[src/rtl/udws_pkg.sv]
// Package for the UTF-8 decoder with whitespace class.
// Holds the request payload types, the lead-byte and whitespace helpers and
// the single decode step shared by the datapath. No dependencies.
package udws_pkg;

  localparam int CP_BITS  = 21;
  localparam int OUT_OFFSET_BITS = 32;

  typedef struct packed {
    logic [7:0] text_byte;
    logic       text_end;
  } byte_item_t;

  typedef struct packed {
    logic [CP_BITS-1:0]         code_point;
    logic [OUT_OFFSET_BITS-1:0] byte_offset;
    logic [2:0]                 byte_count;
    logic                       is_space;
    logic                       run_last;
  } char_item_t;

  // Outcome of one decode step on the front of the byte buffer.
  typedef struct packed {
    logic               emit;
    logic               hold;
    logic [2:0]         used;
    logic [CP_BITS-1:0] cp;
  } step_t;

  function automatic logic [2:0] lead_len(input logic [7:0] b);
    logic [2:0] len;
    priority if (b[7] == 1'b0)        len = 3'd1;
    else if (b[7:5] == 3'b110)        len = 3'd2;
    else if (b[7:4] == 4'b1110)       len = 3'd3;
    else if (b[7:3] == 5'b11110)      len = 3'd4;
    else                              len = 3'd1;
    return len;
  endfunction

  function automatic logic is_cont(input logic [7:0] b);
    return b[7:6] == 2'b10;
  endfunction

  function automatic logic is_space_cp(input logic [CP_BITS-1:0] cp);
    return (cp == 21'h20) || (cp >= 21'h09 && cp <= 21'h0D) ||
           (cp >= 21'h2000 && cp <= 21'h200A) ||
           (cp == 21'h85) || (cp == 21'hA0) || (cp == 21'h1680) ||
           (cp == 21'h180E) || (cp == 21'h2028) || (cp == 21'h2029) ||
           (cp == 21'h202F) || (cp == 21'h205F) || (cp == 21'h3000);
  endfunction

  // One character off the front of a buffer of n bytes (0 to 4).
  function automatic step_t decode_step(input logic [7:0] b0, input logic [7:0] b1,
                                        input logic [7:0] b2, input logic [7:0] b3,
                                        input logic [2:0] n, input logic fin);
    step_t              s;
    logic [2:0]         len;
    logic               bad_cont;
    logic [CP_BITS-1:0] v;
    logic               bad;
    len = lead_len(b0);
    bad_cont = (n > 3'd1 && !is_cont(b1)) ||
               (n > 3'd2 && len > 3'd2 && !is_cont(b2)) ||
               (n > 3'd3 && len > 3'd3 && !is_cont(b3));
    unique case (len)
      3'd2: begin
        v   = {10'b0, b0[4:0], b1[5:0]};
        bad = v < 21'h80;
      end
      3'd3: begin
        v   = {5'b0, b0[3:0], b1[5:0], b2[5:0]};
        bad = (v < 21'h800) || (v >= 21'hD800 && v <= 21'hDFFF);
      end
      3'd4: begin
        v   = {b0[2:0], b1[5:0], b2[5:0], b3[5:0]};
        bad = (v < 21'h10000) || (v > 21'h10FFFF);
      end
      default: begin
        v   = '0;
        bad = 1'b1;
      end
    endcase
    s.hold = 1'b0;
    s.used = 3'd1;
    s.cp   = {13'b0, b0};
    if (len > 3'd1 && !bad_cont) begin
      if (n < len) begin
        // incomplete sequence waits for more bytes unless the text ended
        s.hold = !fin;
      end else if (!bad) begin
        s.cp   = v;
        s.used = len;
      end
    end
    s.emit = (n != 3'd0) && !s.hold;
    return s;
  endfunction

endpackage

[src/rtl/udws_stream_if.sv]
// Valid/ready stream interface used for both channels of the decoder.
// Payload type is a parameter; types come from udws_pkg.
interface udws_stream_if #(
  parameter type payload_t = logic
);
  logic     valid;
  logic     ready;
  payload_t data;

  modport source (output valid, output data, input ready);
  modport sink   (input valid, input data, output ready);
endinterface

[src/rtl/utf8_decoder_with_whitespace_class.sv]
// UTF-8 decoder with whitespace class: one byte per request in, one character per request out.
// A taken byte enters the byte buffer and is decoded from there into the output register.
// Throughput: one byte per cycle while the buffer has no result left to send; the byte buffer
// yields one character per cycle to the output register, whenever that register is free.
// Reset (rst, synchronous): buffer empty, offset counter zero, no result pending.
// Depends on udws_pkg and udws_stream_if.
module utf8_decoder_with_whitespace_class #(
  parameter int OFFSET_BITS = 32
) (
  input  logic clk,
  input  logic rst,
  udws_stream_if.sink   text,
  udws_stream_if.source chars
);

  // byte buffer: held sequence bytes plus the newest byte
  logic [7:0]             held [4];
  logic [2:0]             count;
  logic                   fin;
  logic [OFFSET_BITS-1:0] off;
  logic [OFFSET_BITS-1:0] pos;

  logic                   out_valid;
  udws_pkg::char_item_t   out_data;

  udws_pkg::step_t        step;
  udws_pkg::step_t        rem_step;
  logic [31:0]            held_vec;
  logic [31:0]            rem_vec;
  logic [7:0]             rem [4];
  logic [2:0]             rem_count;
  logic                   out_free;
  logic                   fire;
  logic                   base_idle;
  logic [7:0]             base [4];
  logic [2:0]             base_count;
  logic [OFFSET_BITS-1:0] base_off;
  logic                   accept;

  logic [7:0]             held_next [4];
  logic [2:0]             count_next;
  logic                   fin_next;
  logic [OFFSET_BITS-1:0] off_next;

  always_comb begin
    step = udws_pkg::decode_step(held[0], held[1], held[2], held[3], count, fin);
    // drop the bytes the front character used
    held_vec = {held[3], held[2], held[1], held[0]};
    rem_vec  = held_vec >> {step.used, 3'b000};
    for (int i = 0; i < 4; i++) begin
      rem[i] = rem_vec[8*i +: 8];
    end
    rem_count = count - step.used;
    rem_step  = udws_pkg::decode_step(rem[0], rem[1], rem[2], rem[3], rem_count, fin);

    out_free = !out_valid || chars.ready;
    fire     = step.emit && out_free;

    // what stays in the buffer after this cycle, before a new byte is appended
    if (fire) begin
      base       = rem;
      base_count = rem_count;
      base_off   = off + OFFSET_BITS'(step.used);
      base_idle  = (rem_count == 3'd0) || rem_step.hold;
    end else begin
      base       = held;
      base_count = count;
      base_off   = off;
      base_idle  = (count == 3'd0) || step.hold;
    end

    accept = text.valid && base_idle;

    for (int i = 0; i < 4; i++) begin
      if (accept && (3'(i) == base_count)) held_next[i] = text.data.text_byte;
      else                                 held_next[i] = base[i];
    end
    count_next = accept ? base_count + 3'd1 : base_count;
    fin_next   = accept ? text.data.text_end : fin;
    off_next   = (accept && base_count == 3'd0) ? pos : base_off;
  end

  assign text.ready  = base_idle;
  assign chars.valid = out_valid;
  assign chars.data  = out_data;

  always_ff @(posedge clk) begin
    held <= held_next;
    off  <= off_next;
    if (rst) begin
      count     <= 3'd0;
      fin       <= 1'b0;
      pos       <= '0;
      out_valid <= 1'b0;
    end else begin
      count <= count_next;
      fin   <= fin_next;
      if (accept) pos <= text.data.text_end ? '0 : pos + OFFSET_BITS'(1);
      if (out_free) out_valid <= step.emit;
    end
    if (fire) begin
      out_data.code_point  <= step.cp;
      out_data.byte_offset <= 32'(off);
      out_data.byte_count  <= step.used;
      out_data.is_space    <= udws_pkg::is_space_cp(step.cp);
      out_data.run_last    <= (rem_count == 3'd0) || rem_step.hold;
    end
  end

endmodule

[src/flat_wrapper.sv]
// flat-port wrapper written by rule: the top's interface ports become plain ports
module utf8_decoder_with_whitespace_class_flat 
#(
  parameter int OFFSET_BITS = 32
)
  (clk, rst, text_valid, text_data, text_ready, chars_valid, chars_data, chars_ready);
  udws_stream_if #(.payload_t(udws_pkg::byte_item_t)) text_i ();
  udws_stream_if #(.payload_t(udws_pkg::char_item_t)) chars_i ();
  input  logic clk;
  input  logic rst;
  input wire logic [$bits(text_i.valid)-1:0] text_valid;
  input wire logic [$bits(text_i.data)-1:0] text_data;
  output wire logic [$bits(text_i.ready)-1:0] text_ready;
  output wire logic [$bits(chars_i.valid)-1:0] chars_valid;
  output wire logic [$bits(chars_i.data)-1:0] chars_data;
  input wire logic [$bits(chars_i.ready)-1:0] chars_ready;
  assign text_i.valid = text_valid;
  assign text_i.data = text_data;
  assign text_ready = text_i.ready;
  assign chars_valid = chars_i.valid;
  assign chars_data = chars_i.data;
  assign chars_i.ready = chars_ready;
  utf8_decoder_with_whitespace_class #(.OFFSET_BITS(OFFSET_BITS)) u_core (.clk(clk), .rst(rst), .text(text_i), .chars(chars_i));
endmodule
[config.mk]
export PLATFORM = sky130hd
export DESIGN_NAME = utf8_decoder_with_whitespace_class_flat
export DESIGN_NICKNAME = d
export VERILOG_FILES = /design/src/rtl/udws_pkg.sv /design/src/rtl/udws_stream_if.sv /design/src/rtl/utf8_decoder_with_whitespace_class.sv /design/src/flat_wrapper.sv
export SDC_FILE = /design/constraint.sdc
export NUM_CORES = 1
export LEC_CHECK = 0
export BUFFER_PORTS_ARGS = -buffer_cell sky130_fd_sc_hd__buf_4
export CORE_MARGIN = 4
export CORE_UTILIZATION = 29
export CTS_CLUSTER_SIZE = 20
export DETAILED_ROUTE_END_ITERATION = 16
export GPL_TIMING_DRIVEN = 1
export HOLD_SLACK_MARGIN = 0.08
export SETUP_SLACK_MARGIN = 0.5
export SYNTH_ARGS = -nofsm -noshare
export SYNTH_HDL_FRONTEND = slang
export SYNTH_SLANG_ARGS = --single-unit
[constraint.sdc]
create_clock -name clk -period 5.7 [get_ports clk]
set_input_delay 0.855 -clock clk [delete_from_list [all_inputs] [get_ports clk]]
set_output_delay 0.855 -clock clk [all_outputs]
set_load 0.01 [all_outputs]
## Word level (Yosys, flattened, before mapping)

Cells that the tools add are included.

- Flip-flop bits (word level): 159
- Logic and storage cells: 175
- Latch bits: 0
- Memories: 0
- ROM bits: 0
- Bits in writable memories: 0
- Output and inout port bits: 60

- Shifts and indexed selects: 1
- Multiplexer cells: 31
- Reductions and logical operators: 64
- Bitwise operators: 0
- Multipliers: 0
- Eq/ne operators: 31
- Add/sub/neg operators: 4
- $lt $le $gt $ge: 30
- Div/mod/pow operators: 0

Operator list:

| kind | count |
|---|---|
| 2-to-1 mux 32 bit | 4 |
| one-hot mux 21 bit (3 select lines) | 2 |
| equality test 21 x 14 -> 1 bit, second input constant | 5 |
| 2-to-1 mux 24 bit | 4 |
| 2-to-1 mux 25 bit | 2 |
| equality test 21 x 13 -> 1 bit, second input constant | 2 |
| equality test 21 x 8 -> 1 bit, second input constant | 2 |
| greater-than comparator 21 bit, second input constant | 2 |
| less-than comparator 21 x 17 -> 1 bit, second input constant | 2 |
| adder 32 x 1 -> 32 bit, second input constant | 1 |
| adder 32 x 3 -> 32 bit | 1 |
| >= comparator 16 bit, second input constant | 2 |
| less-or-equal comparator 16 bit, second input constant | 2 |
| less-than comparator 16 x 12 -> 1 bit, second input constant | 2 |
| 2-to-1 mux 8 bit | 4 |
| >> shifter 32 x 6 -> 32 bit | 1 |
| 2-to-1 mux 3 bit | 10 |
| greater-than comparator 3 x 2 -> 1 bit, second input constant | 8 |
| logical AND 1 bit | 23 |
| logical OR 1 bit | 22 |
| less-than comparator 11 x 8 -> 1 bit, second input constant | 2 |
| equality test 21 x 6 -> 1 bit, second input constant | 1 |
| >= comparator 21 x 14 -> 1 bit, second input constant | 1 |
| >= comparator 21 x 4 -> 1 bit, second input constant | 1 |
| 19 further kinds | 55 |

## Longest topological paths before layout

- Word-level depth: 32
- Depth in mapped cells: 22
- Mapped depth without buffers: 18

## Worst setup path before layout

Ideal clock, no wire load.

- Path type: flip-flop to flip-flop
- Start: register u_core.held[28] (netlist bit)
- End: register u_core.held[24] (netlist bit) (enable)
- Slack: -0.023 ns
- Path buffers: 3
- Data arrival time: 5.344 ns
- Clock period less this slack: 5.723 ns
- Cell stages (with the launch flop): 18
- Path through: edfxtp_1 buf_2 nand2_1 nor3_4 inv_2 ha_1 a21oi_1 a21oi_2 o32ai_1 nor2b_1 clkbuf_1 a21oi_1 inv_1 ha_1 nand2_1 a21oi_2 buf_4 or2_2

RTL lines:

| item | line | RTL |
|---|---|---|
| from (decl) | utf8_decoder_with_whitespace_class.sv:17 | `logic [7:0] held [4];` |
| from (signal assigned) | utf8_decoder_with_whitespace_class.sv:88 | `held <= held_next;` |
| equality test 5 bit | udws_pkg.sv:35 | `else if (b[7:3] == 5'b11110) len = 3'd4;` |
| 2-to-1 mux 3 bit | udws_pkg.sv:35 |  |
| 2-to-1 mux 3 bit * | udws_pkg.sv:34 | `else if (b[7:4] == 4'b1110) len = 3'd3;` |
| 2-to-1 mux 3 bit * | udws_pkg.sv:33 | `else if (b[7:5] == 3'b110) len = 3'd2;` |
| 2-to-1 mux 3 bit * | udws_pkg.sv:32 | `priority if (b[7] == 1'b0) len = 3'd1;` |
| greater-than comparator 3 x 2 -> 1 bit | udws_pkg.sv:63 | `(n > 3'd2 && len > 3'd2 && !is_cont(b2)) \|\|` |
| logical AND 1 bit (2 in a row) | udws_pkg.sv:63 |  |
| logical OR 1 bit | udws_pkg.sv:62 | `bad_cont = (n > 3'd1 && !is_cont(b1)) \|\|` |
| [4 not listed] | - |  |
| zero test 1 bit * | udws_pkg.sv:95 | `s.emit = (n != 3'd0) && !s.hold;` |
| logical AND 1 bit * | udws_pkg.sv:95 |  |
| logical AND 1 bit * | utf8_decoder_with_whitespace_class.sv:57 | `fire = step.emit && out_free;` |
| via u_core.fire | utf8_decoder_with_whitespace_class.sv:33 | `logic fire;` |
| 2-to-1 mux 3 bit / 2-to-1 mux 1 bit (equally long branches) | utf8_decoder_with_whitespace_class.sv:60 | `if (fire) begin` |
| zero test 3 bit / logical AND 1 bit (equally long branches) | utf8_decoder_with_whitespace_class.sv:75, utf8_decoder_with_whitespace_class.sv:72 |  |
| logical AND 1 bit | utf8_decoder_with_whitespace_class.sv:75 | `if (accept && (3'(i) == base_count)) held_next[i] = text.data.text_byte;` |
| nonzero test 2 bit (no line) * | - |  |

The timed path passes the listed nets; every way through them passes the cells marked *.
A chain may end at the register's enable or synchronous reset.

## Worst setup path after layout

- Start: register u_core.held[31] (netlist bit)
- End: output port text_ready

- Cells in the longest elaborated chain, start to end: 29

Ends and longest elaborated chain:

| item | line | RTL |
|---|---|---|
| equality test 5 bit | udws_pkg.sv:35 |  |
| 2-to-1 mux 3 bit | udws_pkg.sv:35 |  |
| 2-to-1 mux 3 bit | udws_pkg.sv:34 |  |
| 2-to-1 mux 3 bit | udws_pkg.sv:33 |  |
| 2-to-1 mux 3 bit | udws_pkg.sv:32 |  |
| greater-than comparator 3 x 2 -> 1 bit | udws_pkg.sv:63 |  |
| logical AND 1 bit (2 in a row) | udws_pkg.sv:63 |  |
| logical OR 1 bit | udws_pkg.sv:62 |  |
| [11 not listed] | - |  |
| logical AND 1 bit (2 in a row) | udws_pkg.sv:63 |  |
| logical OR 1 bit | udws_pkg.sv:62 |  |
| logical OR 1 bit | udws_pkg.sv:63 |  |
| zero test 1 bit | udws_pkg.sv:86 | `if (len > 3'd1 && !bad_cont) begin` |
| logical AND 1 bit | udws_pkg.sv:86 |  |
| 2-to-1 mux 25 bit | udws_pkg.sv:86 |  |
| logical OR 1 bit | utf8_decoder_with_whitespace_class.sv:64 | `base_idle = (rem_count == 3'd0) \|\| rem_step.hold;` |
| 2-to-1 mux 1 bit * | utf8_decoder_with_whitespace_class.sv:60 |  |
| to (decl) | flat_wrapper.sv:13 | `output wire logic [$bits(text_i.ready)-1:0] text_ready;` |

Mark *: on every way between the ends. The rest lies on a longest branch, timed or not.

==> summary.txt <==
Outcome
  – Status: complete, no violations

Global routing
  – First-pass GRT wire length: 39400 µm
  – Vias in the first global route: 7100
  – Largest net degree at the start of global routing: 44
  – M2 GR Usage: 0.224
  – Met1 usage: 0.200
  – Most Used Layer, Global Route: met2
  – Initial antenna violation count: 0
  – Total grt overflow: 0
  – GRT Util Overall: 0.143
  – Met3 usage: 0.0297

Logic synthesis
  – Mux cell area share after synthesis: 0.0816
  – Mapped cell area: 0.00915 mm²
  – Avg Cell Area, Syn: 10.4 µm²
  – Synth unique cells: 87
  – Yosys warns: 0
  – Post-Synthesis Cells: 880
  – Ys async rst share: 0
  – Synth Net Count: 909
  – Synth Area in Simple Gates: 0.189
  – Post-synth EDFFs: 122
  – Largest family of logic cells by synthesized area: simple AND/OR/NAND/NOR gates
  – Top_reg_cell synth: edfxtp_1
  – Seq/Total Area, Yosys: 0.481
  – Area contributors post-synth: edfxtp_1 40%, dfxtp_1 8.1%, nand3_1 3.6%
  – Synth area leader: edfxtp_1
  – Yosys reg bits: 159
  – XOR/XNOR Fraction of Synth Area: 0.0316
  – Top-area cell type share of the netlist area: 0.400
  – Compound-Gate Fraction of Synth Area: 0.153
  – Post-Synth Adder-Cell Area: 0.0235

Timing
  – Unrepaired setup endpoints after global routing: false
  – Worst hold slack: 493 ps
  – Layout Skew: 10.7 ps
  – Final min period: 5060 ps
  – Final worst path period share: 0.888
  – Setup TNS: 0 ps
  – Peak Freq: 198 MHz
  – Rel. slew slack: 0.361
  – Hold Violations, Final: 0
  – Final setup fails: 0
  – Slew Viols, Final: 0
  – Slew @ Worst Pin: 956 ps
  – Final WS setup: 639 ps

Setup path
  – Critical Path Max Stage Delay: 440 ps
  – CP Launch Type: register
  – Worst path required time: 4850 ps
  – Crit-path cells: and2_4, nand2_4, ha_4, or2_4, a21oi_4, a21oi_4, nand4_1, ha_2, inv_2, fa_2, xnor2_2, xnor2_2, ha_1, a211oi_2, o311a_1, nand2_1, o21ai_2, a21o_1, buf_6
  – Worst Path Max Fanout: 4
  – Crit Path Category: reg2out
  – Arr. time, crit path: 4210 ps
  – Crit. End Element: output pin
  – Slowest-stage cell, CP: edfxtp_1

Placement
  – Placer congestion estimate: 0.947
  – Final HPWL DP: 17600 µm
  – IO Port Bufs: 72
  – Placed instance area: 0.0102 mm²
  – Setup slack after placement: 187 ps
  – Dpl cells: 1326

Drt
  – Final wirelength: 25300 µm
  – DRC viols: 0
  – Vias: 7544
  – Antenna-violating nets left: 0
  – Iter 0 DRT Violations: 740
  – Initial DRT Pass Iterations: 8
  – Via/cell ratio: 5.43
  – WL/cell: 18.2 µm

Die
  – Row Count: 64
  – Die H: 186 µm
  – Die ar.: 0.0345 mm²
  – I/O pin cnt: 73
  – Die W: 186 µm
  – CORE AREA: 0.0308 mm²
  – Starting Density: 0.297

Clock tree
  – Cts bufs inserted: 17
  – Reg clk slew, reported paths: 70 ps
  – Sink Count: 159
  – CTS root buf: clkbuf_16
  – CTS Buffer Depth: 2
  – Clock Latency Late Sink: 440 ps
  – CTS tree: built
  – Post-cts hold buffer count: 0
  – H-tree levels: 4

Pwr
  – Final Power: 6.83 mW
  – LEAKAGE: 3.98 nW
  – Worst vdd ir: 0.247 mV
  – Power Density: 616 mW/mm²

Finish
  – Syn-to-layout area delta: 21.0%
  – Final Cell Area: 0.0111 mm²
  – Core Util, Final: 0.359
  – Layout cell share with drive strength beyond 1: 0.254
  – Diode count: 0
  – Fin cells: 1390
  – Nets: 1010

Flow run
  – Max Cap Viol: 0

Worst hold path
  – Worst Hold Class: reg2reg
## cells in the final DEF (no fill, tap or decap), types with 5 or more instances in the layout
master     netlist  routed
nand4_1         18      18
and3_1          27      27
or2_2           10       8
nand2_1         73      70
a21oi_4          2       5
mux2i_1         24      24
nand2b_1        12      12
o2bb2ai_1        5       5
a31oi_1         14      14
o22ai_1          6       6
a222oi_1         6       6
xor2_1          16      16
nor2b_1          6       5
buf_4            6     127
a22oi_1         19      19
a21oi_1         43      41
dfxtp_1         37      37
mux2_4          12      12
a21o_1           7       6
nor2_1          54      54
edfxtp_1       122     122
o21ai_0         20      18
clkbuf_16        0      17
o32ai_1          9       9
nor4_1           7       7
nor3_1          25      24
mux2_2          27      27
ha_1            14      11
o211ai_1        11      11
inv_1           32      31
nand3_1         66      65
xnor2_1         17      15
## worst paths after layout
kind | from | end | slack (ps) | cells after the start
hold reg to reg | u_core.off[0]$_DFFE_PP_ | u_core.chars.data[5]$_DFFE_PP_ | 490 | 0
hold / removal | u_core.off[0]$_DFFE_PP_ | u_core.chars.data[5]$_DFFE_PP_ | 490 | 0
setup reg to reg | u_core.held[31]$_DFFE_PP_ | u_core.held[2]$_DFFE_PP_ | 860 | 23
setup / recovery | u_core.held[31]$_DFFE_PP_ | text_ready | 640 | 19
## critical path, delay by kind of cell, from the launching register on
family                   cells  cell delay [ps]
buffers and inverters        2              150
XOR/XNOR                     2              390
adder cells (fa/ha/maj)      4             1090
flip-flops                   1              440
AO/OA/AOI/OAI                6              960
AND/OR/NAND/NOR              5              730
## report_power, final
part	switching, mW	leakage, nW	internal (mW)
combinational	1.84	2.22	1.41
clock	0.519	0.270	0.575
sequential	0.416	1.49	2.08
## cells by family (layout without fill, tap and decap cells)
group,count (synthesis),after routing
compound gates,193,194
xor+xnor,33,33
fa+ha+maj,16,16
buf+inv,82,194
flops,159,159
mux,65,65
simple gates,332,333
## cells in the mapped netlist (7+ instances only)
master and instances:
a21o_1 7, a21oi_1 43, a22oi_1 19, a31oi_1 14
and3_1 27, buf_2 12, clkbuf_1 27, dfxtp_1 37
edfxtp_1 122, ha_1 14, inv_1 32, mux2_2 27
mux2_4 12, mux2i_1 24, nand2_1 73, nand2b_1 12
nand3_1 66, nand4_1 18, nor2_1 54, nor3_1 25
nor4_1 7, o211ai_1 11, o21ai_0 20, o32ai_1 9
or2_2 10, xnor2_1 17, xor2_1 16
## flip-flops by register name (all words and copies together), names as in the netlist
register            flops
u_core.off             32
u_core.chars.data      58
u_core.fin              1
u_core.count            3
u_core.pos             32
u_core.chars.valid      1
u_core.held            32
## metal layers
layer / vias to the layer above / wire [µm] / part of all wire
li1: 3571 / - / -
met1: 3678 / 11400 / 0.45
met2: 255 / 11800 / 0.47
met3: 40 / 1650 / 0.065
met4: 0 / 500 / 0.020
met5: - / 0 / 0
## final cells by class
type,count,area (µm²)
fillers,3024,19800
multi-input cells,641,4530
flip-flops and latches,159,4400
repair buffers,128,965
well taps,396,495
clock buffers,18,429
clock inverters,14,131
inverters,34,128
## timing repair
item | in CTS | in global routing
setup endpoints to repair | 116 | 60
pin swaps | 3 | 14
cloned | 0 | 2
gates resized for setup | 7 | 22
setup buffers | 5 | 25
(Power assumes the default switching activity.)
